### src/assert_macros.svh
// Assertion macros used by the radix converter RTL
`ifndef ASSERT_MACROS_SVH
`define ASSERT_MACROS_SVH

`ifndef ASSERT_OFF
// Check that an expression holds at every clock edge outside reset
`define CHECK_ALWAYS(lbl, ck, rs, expr) \
  lbl: assert property (@(posedge ck) disable iff (rs) (expr)) \
    else $error("assertion failed");
// Check that a condition implies a consequence in the same cycle
`define CHECK_IMPLIES(lbl, ck, rs, ante, cons) \
  lbl: assert property (@(posedge ck) disable iff (rs) (ante) |-> (cons)) \
    else $error("assertion failed");
`else
`define CHECK_ALWAYS(lbl, ck, rs, expr)
`define CHECK_IMPLIES(lbl, ck, rs, ante, cons)
`endif

`endif

### src/rcu_pkg.sv
// Types, constants and helper functions for the radix converter
package rcu_pkg;

  localparam int MAX_DIGITS = 32;
  localparam int CNT_W      = $clog2(MAX_DIGITS + 1);
  localparam int DIG_IDX_W  = $clog2(MAX_DIGITS);
  localparam int BASE_W     = 6;
  localparam int CHAR_W     = 8;
  localparam int CFG_IDX_W  = 2;

  localparam logic [BASE_W-1:0] BASE_MIN     = 6'd2;
  localparam logic [BASE_W-1:0] BASE_MAX     = 6'd36;
  localparam logic [BASE_W-1:0] SOURCE_RESET = 6'd10;
  localparam logic [BASE_W-1:0] TARGET_RESET = 6'd2;

  typedef enum logic [CFG_IDX_W-1:0] {
    REG_SOURCE = 2'd0,
    REG_TARGET = 2'd1
  } reg_idx_t;

  typedef enum logic [1:0] {
    STAT_OK      = 2'd0,
    STAT_BASE    = 2'd1,
    STAT_NODIGIT = 2'd2,
    STAT_OVF     = 2'd3
  } status_t;

  typedef enum logic [2:0] {
    S_IDLE,
    S_ACC,
    S_DIV,
    S_EMIT,
    S_ERR
  } state_t;

  typedef struct packed {
    logic [CHAR_W-1:0] char_code;
    logic              last;
  } in_item_t;

  typedef struct packed {
    logic [CHAR_W-1:0] digit_char;
    status_t           status;
    logic              last_digit;
  } out_item_t;

  typedef struct packed {
    logic              ok;
    logic [BASE_W-1:0] value;
  } char_info_t;

  function automatic logic [BASE_W-1:0] clamp_base(input logic [BASE_W-1:0] b);
    logic [BASE_W-1:0] r;
    r = b;
    if (b < BASE_MIN) r = BASE_MIN;
    if (b > BASE_MAX) r = BASE_MAX;
    return r;
  endfunction

  function automatic char_info_t char_value(input logic [CHAR_W-1:0] c);
    char_info_t r;
    r.ok    = 1'b0;
    r.value = '0;
    case (c) inside
      [8'h30:8'h39]: begin
        r.ok    = 1'b1;
        r.value = BASE_W'(c - 8'h30);
      end
      [8'h61:8'h7a]: begin
        r.ok    = 1'b1;
        r.value = BASE_W'(c - 8'h57);
      end
      default: begin
        r.ok    = 1'b0;
        r.value = '0;
      end
    endcase
    return r;
  endfunction

  function automatic logic [CHAR_W-1:0] digit_ascii(input logic [BASE_W-1:0] d);
    logic [CHAR_W-1:0] r;
    if (d < 6'd10) r = 8'h30 + CHAR_W'(d);
    else r = 8'h57 + CHAR_W'(d);
    return r;
  endfunction

endpackage

### src/radix_converter_unit.sv
// Radix converter top level: digit accumulation, serial division and digit output
`include "assert_macros.svh"

// Radix converter. Digit characters of a number arrive one item at a time,
// most significant first, the final one marked by last; each is folded into
// a running value with one multiply-add. A non-final character is accepted
// and then accumulated. On the final character the value is divided
// by the target base with a shared restoring divider that retires one
// quotient bit per cycle, and runs once for each output digit; the digits are
// then sent most significant first, one per cycle while the output is not
// stalled. A final character holds the input stalled until its last result
// item is loaded into the output register. Errors (digit not below the
// base, not a digit, overflow) give a single item with digit_char zero and
// the status code. The output register lets the next number start while
// the last result item still waits to be taken.
module radix_converter_unit #(
  parameter int VALUE_BITS = 32
) (
  input  logic                                clk,
  input  logic                                rst,
  input  logic                                in_valid,
  output logic                                in_stall,
  input  rcu_pkg::in_item_t                   in_item,
  output logic                                out_valid,
  input  logic                                out_stall,
  output rcu_pkg::out_item_t                  out_item,
  input  logic                                cfg_valid,
  output logic                                cfg_ready,
  input  logic [rcu_pkg::CFG_IDX_W-1:0]       cfg_index,
  input  logic [rcu_pkg::BASE_W-1:0]          cfg_data
);
  import rcu_pkg::*;

  localparam int WIDE_W = VALUE_BITS + BASE_W + 1;
  localparam int BC_W   = $clog2(VALUE_BITS);

  state_t state, state_next;

  logic [BASE_W-1:0]     sbase, tbase;
  logic [CHAR_W-1:0]     ch_code;
  logic                  ch_last;
  logic [VALUE_BITS-1:0] accum;
  status_t               err;
  logic [VALUE_BITS-1:0] dv;
  logic [BASE_W-1:0]     rem;
  logic [BC_W-1:0]       bit_cnt;
  logic [CNT_W-1:0]      digit_count;
  logic [DIG_IDX_W-1:0]  rd_idx;
  logic [BASE_W-1:0]     store [MAX_DIGITS];

  char_info_t            cinfo;
  logic [WIDE_W-1:0]     wide;
  status_t               err_acc;
  logic [BASE_W:0]       rem_sh;
  logic                  q_bit;
  logic [BASE_W-1:0]     rem_new;
  logic [VALUE_BITS-1:0] dv_new;
  logic                  div_done;
  logic [CNT_W-1:0]      cnt_inc;
  logic                  out_free;
  logic                  out_load;

  assign cfg_ready = 1'b1;
  assign in_stall  = (state != S_IDLE);
  assign out_free  = !out_valid || !out_stall;
  assign out_load  = out_free && (state == S_EMIT || state == S_ERR);

  // Accumulate datapath
  assign cinfo = char_value(ch_code);
  assign wide  = WIDE_W'(accum) * WIDE_W'(sbase) + WIDE_W'(cinfo.value);

  always_comb begin
    err_acc = err;
    if (err == STAT_OK) begin
      if (!cinfo.ok) err_acc = STAT_NODIGIT;
      else if (cinfo.value >= sbase) err_acc = STAT_BASE;
      else if (wide[WIDE_W-1:VALUE_BITS] != '0) err_acc = STAT_OVF;
    end
  end

  // One restoring-division step
  assign rem_sh   = {rem, dv[VALUE_BITS-1]};
  assign q_bit    = (rem_sh >= {1'b0, tbase});
  assign rem_new  = q_bit ? BASE_W'(rem_sh - {1'b0, tbase}) : BASE_W'(rem_sh);
  assign dv_new   = {dv[VALUE_BITS-2:0], q_bit};
  assign div_done = (bit_cnt == BC_W'(VALUE_BITS - 1));
  assign cnt_inc  = digit_count + CNT_W'(1);

  always_comb begin
    state_next = state;
    case (state)
      S_IDLE: begin
        if (in_valid) state_next = S_ACC;
      end
      S_ACC: begin
        if (!ch_last) state_next = S_IDLE;
        else if (err_acc != STAT_OK) state_next = S_ERR;
        else state_next = S_DIV;
      end
      S_DIV: begin
        if (div_done) begin
          if (dv_new == '0) state_next = S_EMIT;
          else if (cnt_inc == CNT_W'(MAX_DIGITS)) state_next = S_ERR;
        end
      end
      S_EMIT: begin
        if (out_free && rd_idx == '0) state_next = S_IDLE;
      end
      S_ERR: begin
        if (out_free) state_next = S_IDLE;
      end
      default: state_next = S_IDLE;
    endcase
  end

  always_ff @(posedge clk) begin
    if (rst) state <= S_IDLE;
    else state <= state_next;
  end

  always_ff @(posedge clk) begin
    if (rst) begin
      sbase       <= SOURCE_RESET;
      tbase       <= TARGET_RESET;
      accum       <= '0;
      err         <= STAT_OK;
      digit_count <= '0;
      out_valid   <= 1'b0;
    end else begin
      if (cfg_valid) begin
        case (cfg_index)
          REG_SOURCE: sbase <= clamp_base(cfg_data);
          REG_TARGET: tbase <= clamp_base(cfg_data);
          default: ;
        endcase
      end

      // load a new item, or drop the one just taken
      if (out_load) out_valid <= 1'b1;
      else if (!out_stall) out_valid <= 1'b0;

      case (state)
        S_IDLE: begin
          if (in_valid) begin
            ch_code <= in_item.char_code;
            ch_last <= in_item.last;
          end
        end
        S_ACC: begin
          err <= err_acc;
          if (err == STAT_OK && err_acc == STAT_OK) accum <= wide[VALUE_BITS-1:0];
          if (ch_last && err_acc == STAT_OK) begin
            dv          <= wide[VALUE_BITS-1:0];
            rem         <= '0;
            bit_cnt     <= '0;
            digit_count <= '0;
          end
        end
        S_DIV: begin
          if (div_done) begin
            store[digit_count[DIG_IDX_W-1:0]] <= rem_new;
            digit_count <= cnt_inc;
            rd_idx      <= digit_count[DIG_IDX_W-1:0];
            dv          <= dv_new;
            rem         <= '0;
            bit_cnt     <= '0;
            if (dv_new != '0 && cnt_inc == CNT_W'(MAX_DIGITS)) err <= STAT_OVF;
          end else begin
            dv      <= dv_new;
            rem     <= rem_new;
            bit_cnt <= bit_cnt + BC_W'(1);
          end
        end
        S_EMIT: begin
          if (out_free) begin
            out_item.digit_char <= digit_ascii(store[rd_idx]);
            out_item.status     <= STAT_OK;
            out_item.last_digit <= (rd_idx == '0);
            if (rd_idx == '0) begin
              accum       <= '0;
              err         <= STAT_OK;
              digit_count <= '0;
            end else begin
              rd_idx <= rd_idx - DIG_IDX_W'(1);
            end
          end
        end
        S_ERR: begin
          if (out_free) begin
            out_item.digit_char <= '0;
            out_item.status     <= err;
            out_item.last_digit <= 1'b1;
            accum               <= '0;
            err                 <= STAT_OK;
            digit_count         <= '0;
          end
        end
        default: ;
      endcase
    end
  end

  `CHECK_IMPLIES(a_err_single, clk, rst, out_valid && out_item.status != STAT_OK, out_item.last_digit && out_item.digit_char == '0)
  `CHECK_ALWAYS(a_count_bound, clk, rst, digit_count <= CNT_W'(MAX_DIGITS))
  `CHECK_IMPLIES(a_rem_bound, clk, rst, state == S_DIV, rem < tbase)
  `CHECK_IMPLIES(a_idle_clear, clk, rst, state == S_IDLE, digit_count == '0)

endmodule
### config.mk
export PLATFORM = sky130hd
export DESIGN_NAME = radix_converter_unit
export DESIGN_NICKNAME = d
export VERILOG_FILES = /design/src/rcu_pkg.sv /design/src/radix_converter_unit.sv
export VERILOG_INCLUDE_DIRS = /design/src /design/src/src
export SDC_FILE = /design/constraint.sdc
export NUM_CORES = 1
export LEC_CHECK = 0
export ABC_CLOCK_PERIOD_IN_PS = 13100
export BUFFER_PORTS_ARGS = -buffer_cell sky130_fd_sc_hd__clkbuf_2
export CORE_MARGIN = 2
export CORE_UTILIZATION = 25
export DETAILED_ROUTE_END_ITERATION = 12
export HOLD_SLACK_MARGIN = 0.02
export SLEW_MARGIN = 10
export SYNTH_ARGS = -nofsm -noshare
export SYNTH_HDL_FRONTEND = slang
export SYNTH_SLANG_ARGS = --single-unit
export TNS_END_PERCENT = 1
### constraint.sdc
create_clock -name clk -period 13.1 [get_ports clk]
set_input_delay 1.31 -clock clk [delete_from_list [all_inputs] [get_ports clk]]
set_output_delay 1.31 -clock clk [all_outputs]
set_load 0.01 [all_outputs]
==> results of run 1 <==
worst register-to-register path, stage by stage, from the launching register on:
cell      delay [ns]
dfxtp_1         0.30
buf_4           0.34
nand2_1         0.14
fa_1            0.52
fa_1            0.56
inv_1           0.06
fa_1            0.54
inv_1           0.06
fa_1            0.54
inv_1           0.05
ha_1            0.37
nand2_1         0.11
o21ba_2         0.18
o31a_1          0.24
o21ai_1         0.30
a21oi_1         0.20
o311ai_0        0.52
and3_2          0.33
and3_2          0.23
nand3_1         0.14
a21oi_4         0.17
buf_4           0.49
layout make-up:
| type | count | area [µm²] | area share |
|---|---|---|---|
| clock buffers | 41 | 908 | 0.0398 |
| clock inverters | 17 | 221 | 0.00969 |
| inverters | 87 | 327 | 0.0143 |
| multi-input cells | 1187 | 10800 | 0.471 |
| flip-flops and latches | 321 | 9030 | 0.395 |
| well taps | 1060 | 1330 | 0.0581 |
| repair buffers | 48 | 275 | 0.0120 |
registers in the layout, summed over array words and instances, names as in the netlist, named ones only:
name	flops
state	3
out_item	11
ch_code	8
err	2
ch_last	1
digit_count	6
rem	6
store	192
dv	32
out_valid	1
sbase	6
tbase	6
rd_idx	5
bit_cnt	5
accum	32
cells by family after synthesis:
kind of cell,after synthesis
other,1
muxes,84
buffers and inverters,161
AOI/OAI and AO/OA,282
adders and majority gates,241
xor gates and xnor gates,41
and+or+nand+nor,538
DFF,321
how the worst max path moves through the flow:
stage	startpoint	depth (start not counted)	endpoint	slack, ns
finish	sbase[5]	21	rem[2]	6.33
detailed placement	sbase[1]	21	dv[10]	5.97
floorplan	sbase[5]	20	bit_cnt[0]	5.51
global route	sbase[4]	21	rem[2]	5.87
global placement	sbase[1]	21	dv[9]	6.08
CTS	sbase[1]	21	rem[2]	5.94
per-layer routing:
layer | routed length, µm | vias up
li1 | - | 6062
met1 | 21200 | 6625
met2 | 22900 | 305
met3 | 2350 | 58
met4 | 975 | 2
met5 | 9 | -
power by group:
part	internal, mW	switching (mW)
combinational	0.0213	0.0507
sequential	1.10	0.00694
clock	0.580	0.405
total	1.71	0.463
Yosys cell counts (all sizes together) (26+ instances only):
cell	count	area share
nand2	119	0.022
fa	125	0.12
mux4	60	0.066
buf	26	0.0085
edfxtp	260	0.38
ha	116	0.071
a21oi	67	0.017
clkbuf	48	0.0088
inv	87	0.016
nor2	95	0.017
and2	191	0.059
dfxtp	61	0.060
o21ai	70	0.017
per-stage QoR:
step	std cells	area (µm²)	setup WS [ns]	total power, mW
2_1_floorplan	1669	20400	5.51	1.18
3_3_place_gp	2703	21700	6.08	1.20
3_5_place_dp	2703	21700	5.97	1.21
4_1_cts	2761	22800	5.94	2.19
5_1_grt	2761	22800	5.87	2.23
6_report	2761	22800	6.33	2.17
==> metrics, run 1 <==
final net count 1942; post-CTS setup buffers 0; Worst path max stage delay 0.56 ns; CTS tree done; Area growth syn-to-layout 11.9%; setup TNS 0 ns; adder-cell share of the synthesized area 0.194; syn nets 1932; clk_skew 0.0168 ns; simple-gate share of the synthesized area 0.140; # setup viols final 0; first-pass GRT wire length 76300 µm; Synth Area in XOR/XNOR 0.0176; GR met3 Demand/Resource 0.0160; maximum fanout along the worst path 43; worst-case hold slack between 0.4 and 0.5 ns; layout cells sized above 1 0.123; Clock Latency Late Sink 0.53 ns; most common cell after layout, fill and taps aside edfxtp_1; CP most frequent cell fa_1; FF-to-FF End rem[2]; Fillers between 8000 and 9000; Compound-Gate Fraction of Synth Area 0.0940; count of input and output buffers 34; CTS buffer count 34; total of max-cap violations 0; crit-path cells buf_4, nand2_1, fa_1, fa_1, inv_1, fa_1, inv_1, fa_1, inv_1, ha_1, nand2_1, o21ba_2, o31a_1, o21ai_1, a21oi_1, o311ai_0, and3_2, and3_2, nand3_1, a21oi_4, buf_4; vias in the first global route between 10000 and 15000; Mapped Area 0.0204 mm²; largest net degree at the start of global routing 65; 1st-iter DRT viols 862; Post-synth ARST share 0; Die H 290 µm; Worst setup EP type register; detailed placer's ending HPWL 34100 µm; Least-Margin Pin Slew 1.18 ns; hold_buf cts 0; GRT Residual Overflow 0; via count 13100; crit start category register; R2R Path Start sbase[5]; global placement routability congestion 0.862; M2 GR Usage 0.193; critical path class register to register; Tcrit/Tclk final 0.517; FF-to-FF setup slack approximately 6.3 ns; min-delay src digit_count[5]; io pins 36; drt first pass iters 7; CTS H-tree lvls 2; Post-synth EDFFs 260; hold depth 1; final core utilization 0.283; Bufs on Longest Clock Path 3; CTS Sinks between 300 and 400; top cell family by delay on the critical path adder cells; Bufs and invs on worst path 5; leakage 8.83 nW; Slew headroom 0.211; Syn. warnings 0; RSZ-0062 raised after global routing no; Rows roughly 100; most frequent cells in the layout edfxtp_1, and2_1, fa_1; multiplexer share of the synthesized area 0.0785; PwrDens 94.9 mW/mm²; die area 0.0839 mm²; DRC violations left 0; status completed; antenna violations before repair 3; diode count 0; Peak VDD IR about 0.071 mV; largest family of logic cells by synthesized area adder cells; crit path time final between 6 and 7 ns; critical path data arrival time a little under 7 ns; Initial Util 0.253; Synth Register Bits between 300 and 400; Distinct cells, synth 86; final hold vios 0; remaining antenna violation count after routing 0; final slew viol count 0; drt via density approximately 4.7; WL/cell 17.2 µm; Min-Delay Endpoint digit_count[5]; Die Wd 290 µm; Root Driver clkbuf_16; most crowded layer after global routing met2; prevailing post-synth register cell edfxtp_1; core area 0.0807 mm²; R2R depth 21; Worst-path clk slew roughly 0.06 ns; Post-Synthesis Cells 1669; Slowest-stage cell, CP fa_1; Seq/Total Area, Yosys 0.442; Post-CTS Resized 0; Req. time, crit path 13.26 ns; Avg Cell Area, Syn 12.2 µm²; met1 usage 0.155; DRT Wirelength 47400 µm; Hold/Removal Path Class register to register; gr usage total 0.115; FMAX 148 MHz
Note: power is estimated with default switching activity, not from simulation.
==> inputs of run 2 (changes only) <==
ABC_AREA = 1   (was unset)
ABC_CLOCK_PERIOD_IN_PS = 5900   (was 13100)
clock period = 5.9 ns   (was 13.1 ns; I/O delays follow)
==> run 2 against run 1 <==
Against the previous run:
- first-iteration DRC count grew 54%
- via count grew 24%
- die area grew 4.9%
- routed wire length grew 18%
- fmax grew 22%
- register-to-register slack lost 6.0 ns
- core utilization grew 0.20 points
- combinational power grew to 9.4 times the previous value
- critical path type unchanged
- largest cell class unchanged
==> metrics, run 2 <==
drt first pass iters 6; final slew viol count 0; met3 wire len around 3100 µm; CTS Sinks roughly 320; PwrDens 228 mW/mm²; critical path data arrival time 5.78 ns; largest net degree at the start of global routing a little under 100; 1st-iter DRT viols between 1000 and 1500; Post-Synthesis Cells 2447; Req. time, crit path 6.13 ns; final net count around 2700; met2 routed WL approximately 26000 µm; Die Wd 297 µm; DR top layer met4; post-route setup slack 0.346 ns; count of input and output buffers 34; Area growth syn-to-layout 13.2%; max reg flops about 190; synth cell count leaders nand2_1, inv_1, edfxtp_1; Final Power 5.53 mW; Peak VDD IR between 0.1 and 0.15 mV; Comb pwr share 0.123; Seq pwr share 0.469; core area around 0.085 mm²; # setup viols final 0; Worst setup EP type register; layout cells sized above 1 0.0754; global placement routability congestion 0.927; Bufs on Longest Clock Path 3; clk_skew 0.0153 ns; Synth top area share 0.365; remaining antenna violation count after routing 0; crit start category register; gr usage total 0.130; syn nets 2710; Initial Util 0.252; CTS buffer count 36; WL/cell 15.4 µm; drt via density 4.47; most common cell after layout, fill and taps aside nand2_1; die area 0.0880 mm²; Distinct cells, synth 52; final hold vios 0; Synth area leader edfxtp_1; DP Worst Slack 0.340 ns; first-pass GRT wire length 90000 µm; antenna violations before repair 0; detailed placer's ending HPWL around 41000 µm; Avg Cell Area, Syn 8.75 µm²; Seq/Total Area, Yosys 0.422; leakage around 12 nW; critical path class register to register; GRT Residual Overflow 0; Rows roughly 110; Synth area leaders edfxtp_1, fa_1, nand2_1, inv_1, ha_1; wl on met1 ~25000 µm; Post-synth EDFFs 260; Int Pwr 4.08 mW; Synth Register Bits ~320; diode count 0; Psw 1.45 mW; CTS H-tree lvls 2; Die H 297 µm; FMAX 180 MHz; Mapped Area 0.0214 mm²; Worst-path clk slew 0.06 ns; Fillers 8950; Root Driver clkbuf_16; most frequent cells in the layout nand2_1, inv_1, edfxtp_1; vias in the first global route 16400; io pins 36; Post-synth ARST share 0; via count between 15000 and 20000; crit path time final ~5.6 ns; status completed; Hold/Removal Path Class primary input to register; Clock Latency Late Sink between 0.5 and 0.6 ns; DRT Wirelength roughly 56000 µm; Syn. warnings 0; total of max-cap violations 0; CTS tree done; Sw Ratio 0.262; Slew headroom 0.288; setup TNS 0 ns; top-count cell post-synth nand2_1; DRC violations left 0; Tcrit/Tclk final 0.941; maximum fanout along the worst path between 40 and 50; Least-Margin Pin Slew between 1 and 1.5 ns; prevailing post-synth register cell edfxtp_1; Clock power frac 0.408
[run 2: power by group through the flow]
stage / sequential, mW / clock [mW] / combinational, mW
3_3_place_gp: 2.64 / 0 / 0.673
5_1_grt: 2.60 / 2.40 / 0.771
2_1_floorplan: 2.62 / 0 / 0.469
3_5_place_dp: 2.64 / 0 / 0.680
4_1_cts: 2.59 / 2.31 / 0.685
6_report: 2.59 / 2.25 / 0.679
[run 2: final cells by class]
cell class              instances  area (µm²)  area share
clock buffers                  43         937      0.0387
clock inverters                21         233     0.00960
inverters                     416        1560      0.0645
multi-input cells            1620       10500       0.434
flip-flops and latches        321        9030       0.373
well taps                    1144        1430      0.0590
repair buffers                 71         522      0.0215
[run 2: worst max-delay path, stage by stage, from the launching register on]
cell,delay [ns]
dfxtp_1,0.52
buf_4,0.28
nand2_1,0.07
inv_1,0.08
fa_1,0.40
fa_1,0.48
fa_1,0.50
ha_1,0.30
ha_1,0.40
nand2_1,0.15
nor2_1,0.26
and2_1,0.17
nand2_1,0.06
nand2_2,0.11
nand2_1,0.09
nand3_1,0.07
nand2_1,0.07
nor2_2,0.11
nand3_2,0.11
nor2_4,0.12
nand4_4,0.16
nor2_4,0.18
nor2_2,0.06
nor3_4,0.19
buf_12,0.27
[run 2: final timing paths]
check | endpoint | slack, ns | depth (start not counted) | startpoint
max reg2reg | rem[5] | 0.35 | 24 | sbase[2]
max | rem[5] | 0.35 | 24 | sbase[2]
min reg2reg | state[1] | 0.55 | 2 | state[1]
min | ch_code[5] | 0.22 | 1 | in_item[6]
[run 2: kinds of logic after synthesis]
logic type | count (synthesis) | share of synthesized area
buf+inv | 506 | 0.0912
simple gates | 971 | 0.187
flops | 321 | 0.422
fa+ha+maj | 241 | 0.185
mux | 1 | 0.000526
xor+xnor | 39 | 0.0159
other cells | 1 | 0.000175
compound gates | 367 | 0.0986
[run 2: metal layers]
| metal | up-vias | global-route usage |
|---|---|---|
| li1 | 7957 | - |
| met1 | 7742 | 0.172 |
| met2 | 455 | 0.219 |
| met3 | 85 | 0.0175 |
| met4 | 0 | 0.0411 |
| met5 | - | 0 |
[run 2: repair_timing]
action                                  CTS  global route
gates resized for setup                   0             5
buffers inserted                          0             0
hold buffers                              0             0
endpoints found under the setup margin    0            50
[run 2: through the flow]
step | hold slack (ns) | cells | util | area (µm²)
2_1_floorplan | 0.437 | 2447 | - | 21500
6_report | 0.216 | 3636 | 0.285 | 24200
4_1_cts | 0.190 | 3636 | 0.285 | 24200
3_5_place_dp | 0.534 | 3572 | 0.271 | 23000
5_1_grt | 0.196 | 3636 | 0.285 | 24200
3_3_place_gp | 0.524 | 3572 | 0.271 | 23000
